==> config.mk <==
export PLATFORM = sky130hd
export DESIGN_NAME = cpa_ram
export DESIGN_NICKNAME = d
export VERILOG_FILES = /design/src/hdl/cpa_ram.sv
export SDC_FILE = /design/constraint.sdc
export NUM_CORES = 2
export LEC_CHECK = 0
export BUFFER_PORTS_ARGS = -buffer_cell sky130_fd_sc_hd__buf_2
export CORE_MARGIN = 2
export CORE_UTILIZATION = 48
export DETAILED_ROUTE_END_ITERATION = 10
export PLACE_DENSITY = 0.62
export SLEW_MARGIN = 0
export SYNTH_ARGS = -nofsm -noshare
export SYNTH_HDL_FRONTEND = slang
export SYNTH_SLANG_ARGS = --single-unit
export TNS_END_PERCENT = 100
==> constraint.sdc <==
create_clock -name clk_i -period 7.95 [get_ports clk_i]
set_clock_uncertainty 0.2 [all_clocks]
set_input_delay 0.3975 -clock clk_i [delete_from_list [all_inputs] [get_ports clk_i]]
set_output_delay 0.3975 -clock clk_i [all_outputs]
set_load 0.05 [all_outputs]
==> src/hdl/cpa_ram.sv <==
// Generic single-port RAM with registered read data.
// No dependencies.
`default_nettype none

module cpa_ram #(
  parameter int unsigned WIDTH = 8,
  parameter int unsigned DEPTH = 256
) (
  input  wire logic                           clk_i,
  input  wire logic                           we_i,
  input  wire logic [$clog2(DEPTH)-1:0]       addr_i,
  input  wire logic [WIDTH-1:0]               wdata_i,
  output logic      [WIDTH-1:0]               rdata_o
);

  logic [WIDTH-1:0] mem_q [DEPTH];
  logic [WIDTH-1:0] rdata_q;

  always_ff @(posedge clk_i) begin
    if (we_i) begin
      mem_q[addr_i] <= wdata_i;
    end
    rdata_q <= mem_q[addr_i];
  end

  assign rdata_o = rdata_q;

endmodule

`default_nettype wire

==> run_results.csv <==
group,metric,value,unit
status,status,"completed",
setup_path,crit_path_max_fanout,77,
grt,grt_max_degree,146,
sta,hold_ws,58.39,ps
synthesis,syn_area,0.07849,mm²
clock_tree,clockBufferDepth,3,
hold_path,hold_class,"primary input to register",
synthesis,synthesis.nets,3565,
sta,maxSlewViolCount,0,
setup_path,crit_type,"primary input to register",
sta,fmax,0.2347,GHz
layout,nets,3664,
clock_tree,postCtsSetupBuffers,0,
synthesis,syn_inst,3547,
floorplanning,dieArea,0.1668,mm²
floorplanning,rows,148,
synthesis,synth-xor-area-share,0,
route,firstDrtPassIters,6,
floorplanning,die_h,408.4,µm
placed_design,io_buffers,25,
synthesis,yosys.area.top_type,"edfxtp_1",
sta,max_slew_margin,0.04899,
placed_design,hpwlAfterDp,106000,µm
synthesis,synthTopCellsByCount,"edfxtp_1, mux4_2, a22oi_1",
route,avgViaCountPerCell,6.183,
layout,drive_gt1_frac,0.2409,
clock_tree,h-tree-depth,4,
synthesis,synth_area_leaders,"edfxtp_1, mux4_2, a22oi_1, nor2_1, a21oi_1",
layout,layout.area.seq,0.06166,mm²
placed_design,globalplace.congestion,0.8058,
grt,grt_antenna_before_repair,8,
clock_tree,cts_resized,0,
synthesis,synthMostInstantiatedCell,"edfxtp_1",
synthesis,synthSimpleGateAreaFrac,0.01733,
floorplanning,coreArea,0.1626,mm²
synthesis,synthAdderAreaFrac,0,
floorplanning,pin_count,26,
layout,fill_cells,12410,
setup_path,critPathCaptureType,"register",
route,ant_nets,0,
grt,grt_use_met2,0.3468,
clock_tree,cts_root_buffer,"clkbuf_16",
clock_tree,clk_transition_reported_paths,70,ps
setup_path,required,8380,ps
power_and_ir_drop,ir_worst_vdd,0.2388,mV
grt,grt_pass1_vias,37660,
sta,tightest_slew,1408,ps
setup_path,cp-start-kind,"primary input",
route,num_vias,37010,
sta,setup-tns-final,0,ps
floorplanning,start_util,0.4828,
sta,finalSetupViolCount,0,
synthesis,yosysWarnings,0,
clock_tree,clock_sinks,2056,
grt,grtUsageMet1,0.3289,
synthesis,synthDistinctLibCells,22,
power_and_ir_drop,p_leak,26.38,nW
clock_tree,cts_tree,"built",
layout,area_delta_synth_final,11.61,%
power_and_ir_drop,powerDensity,251.1,mW/mm²
route,drt_wl_total,186800,µm
sta,post-route-period-util,0.5360,
synthesis,synth_top_flop_cell,"edfxtp_1",
sta,layout_min_cycle_time,4261,ps
grt,use_met3,0.04392,
grt,grt_pass1_wl,270400,µm
clock_tree,cts_hold_buf,9,
synthesis,synth-seq-area-share,0.7855,
route,drtIter0Drc,4722,
grt,globalRouteTotalUtil,0.2251,
setup_path,cp_data_arrival_time,4690,ps
layout,multi_input_area,0.01589,mm²
floorplanning,die_x,408.4,µm
grt,grt_busiest_layer,"met2",
grt,grt-ovfl-total,0,
route,wire_per_inst,31.20,µm
synthesis,synth_edf_count,2048,
synthesis,synth_top_area_share,0.7835,
synthesis,synth_top_family_by_area,"multiplexers",
synthesis,ys_ff_latch,2056,
synthesis,synth_compound_area_frac,0.03622,
synthesis,async_reset_ff_frac,0,
job,cap_violations,0,
synthesis,avgSynthCellArea,22.13,µm²
clock_tree,clk_latency,820,ps
sta,hold_violations,0,
route,drcViolationCount,0,
synthesis,synthMuxAreaShare,0.1469,
sta,rsz0062_at_grt,"false",
clock_tree,cts_buffers,201,
==> sequential cells by signal (all words and copies together), names as in the netlist <==
name	flops
mem_q	2048
rdata_o	8
==> layout make-up <==
| cell class | instances | share of cell area |
|---|---|---|
| diodes | 1 | 0.00002857 |
| repair buffers | 128 | 0.01308 |
| clock inverters | 107 | 0.009769 |
| multi-input cells | 1258 | 0.1814 |
| inverters | 1 | 0.00004285 |
| well taps | 2175 | 0.03106 |
| clock buffers | 260 | 0.06079 |
| flip-flops and latches | 2056 | 0.7038 |
==> final timing paths <==
| kind | from | end | slack (ps) | cells after the start |
|---|---|---|---|---|
| hold / removal | addr_i[7] | rdata_o[1] | 60 | 5 |
| setup reg to reg | mem_q[243][2] | rdata_o[2] | 4730 | 5 |
| hold reg to reg | mem_q[131][4] | rdata_o[4] | 740 | 5 |
| setup / recovery | addr_i[0] | rdata_o[3] | 3690 | 8 |
==> stage by stage <==
step	worst slack (ps)	instance area, µm²	total power, W	std cells	util
after CTS	3740	87600	0.02214	5985	0.5388
after floorplan	5134	78490	0.01274	3547	-
after global placement	2822	81310	0.01319	5608	0.5001
after detailed placement	2891	81330	0.01320	5609	0.5002
final	3689	87600	0.02200	5986	0.5388
after global routing	3588	87600	0.02261	5985	0.5388
==> power breakdown <==
group	leakage [nW]	total [W]	switching [W]	internal, W
Combinational	4.89	0.000996	0.000665	0.000331
Sequential	18.5	0.0120	0.0000170	0.0120
Clock	3.02	0.00904	0.00394	0.00509
==> logic make-up after synthesis <==
| family | count (synthesis) |
|---|---|
| buf+inv | 233 |
| mux | 512 |
| simple gates | 330 |
| compound gates | 416 |
| flops | 2056 |
==> critical path, cell delays in order <==
cell and delay (ps):
buf_8 420, buf_12 550, buf_4 570, mux4_2 560, a22oi_1 360, a21oi_1 190
o41ai_1 1190, nand4_1 200
==> cells in the final DEF (no fill, tap or decap), drive strengths merged <==
cell type and n:
or3 1, a22oi 256, nand2b 6, dfxtp 8, nand2 28, bufinv 12
clkinv 88, nand3 13, diode 1, edfxtp 2048, mux4 512, dlygate4sd3 9
clkinvlp 1, nor2b 7, nand4 8, buf 119, clkbuf 260, or2 2
and2 3, nor2 232, a21oi 128, inv 7, o41ai 32, nor3 30
==> layer usage <==
layer	routed length [µm]	vias to the layer above
met4	5407	8
li1	-	15280
met1	77570	19930
met5	52	-
met2	88560	1505
met3	15170	291
(Power assumes the default switching activity.)
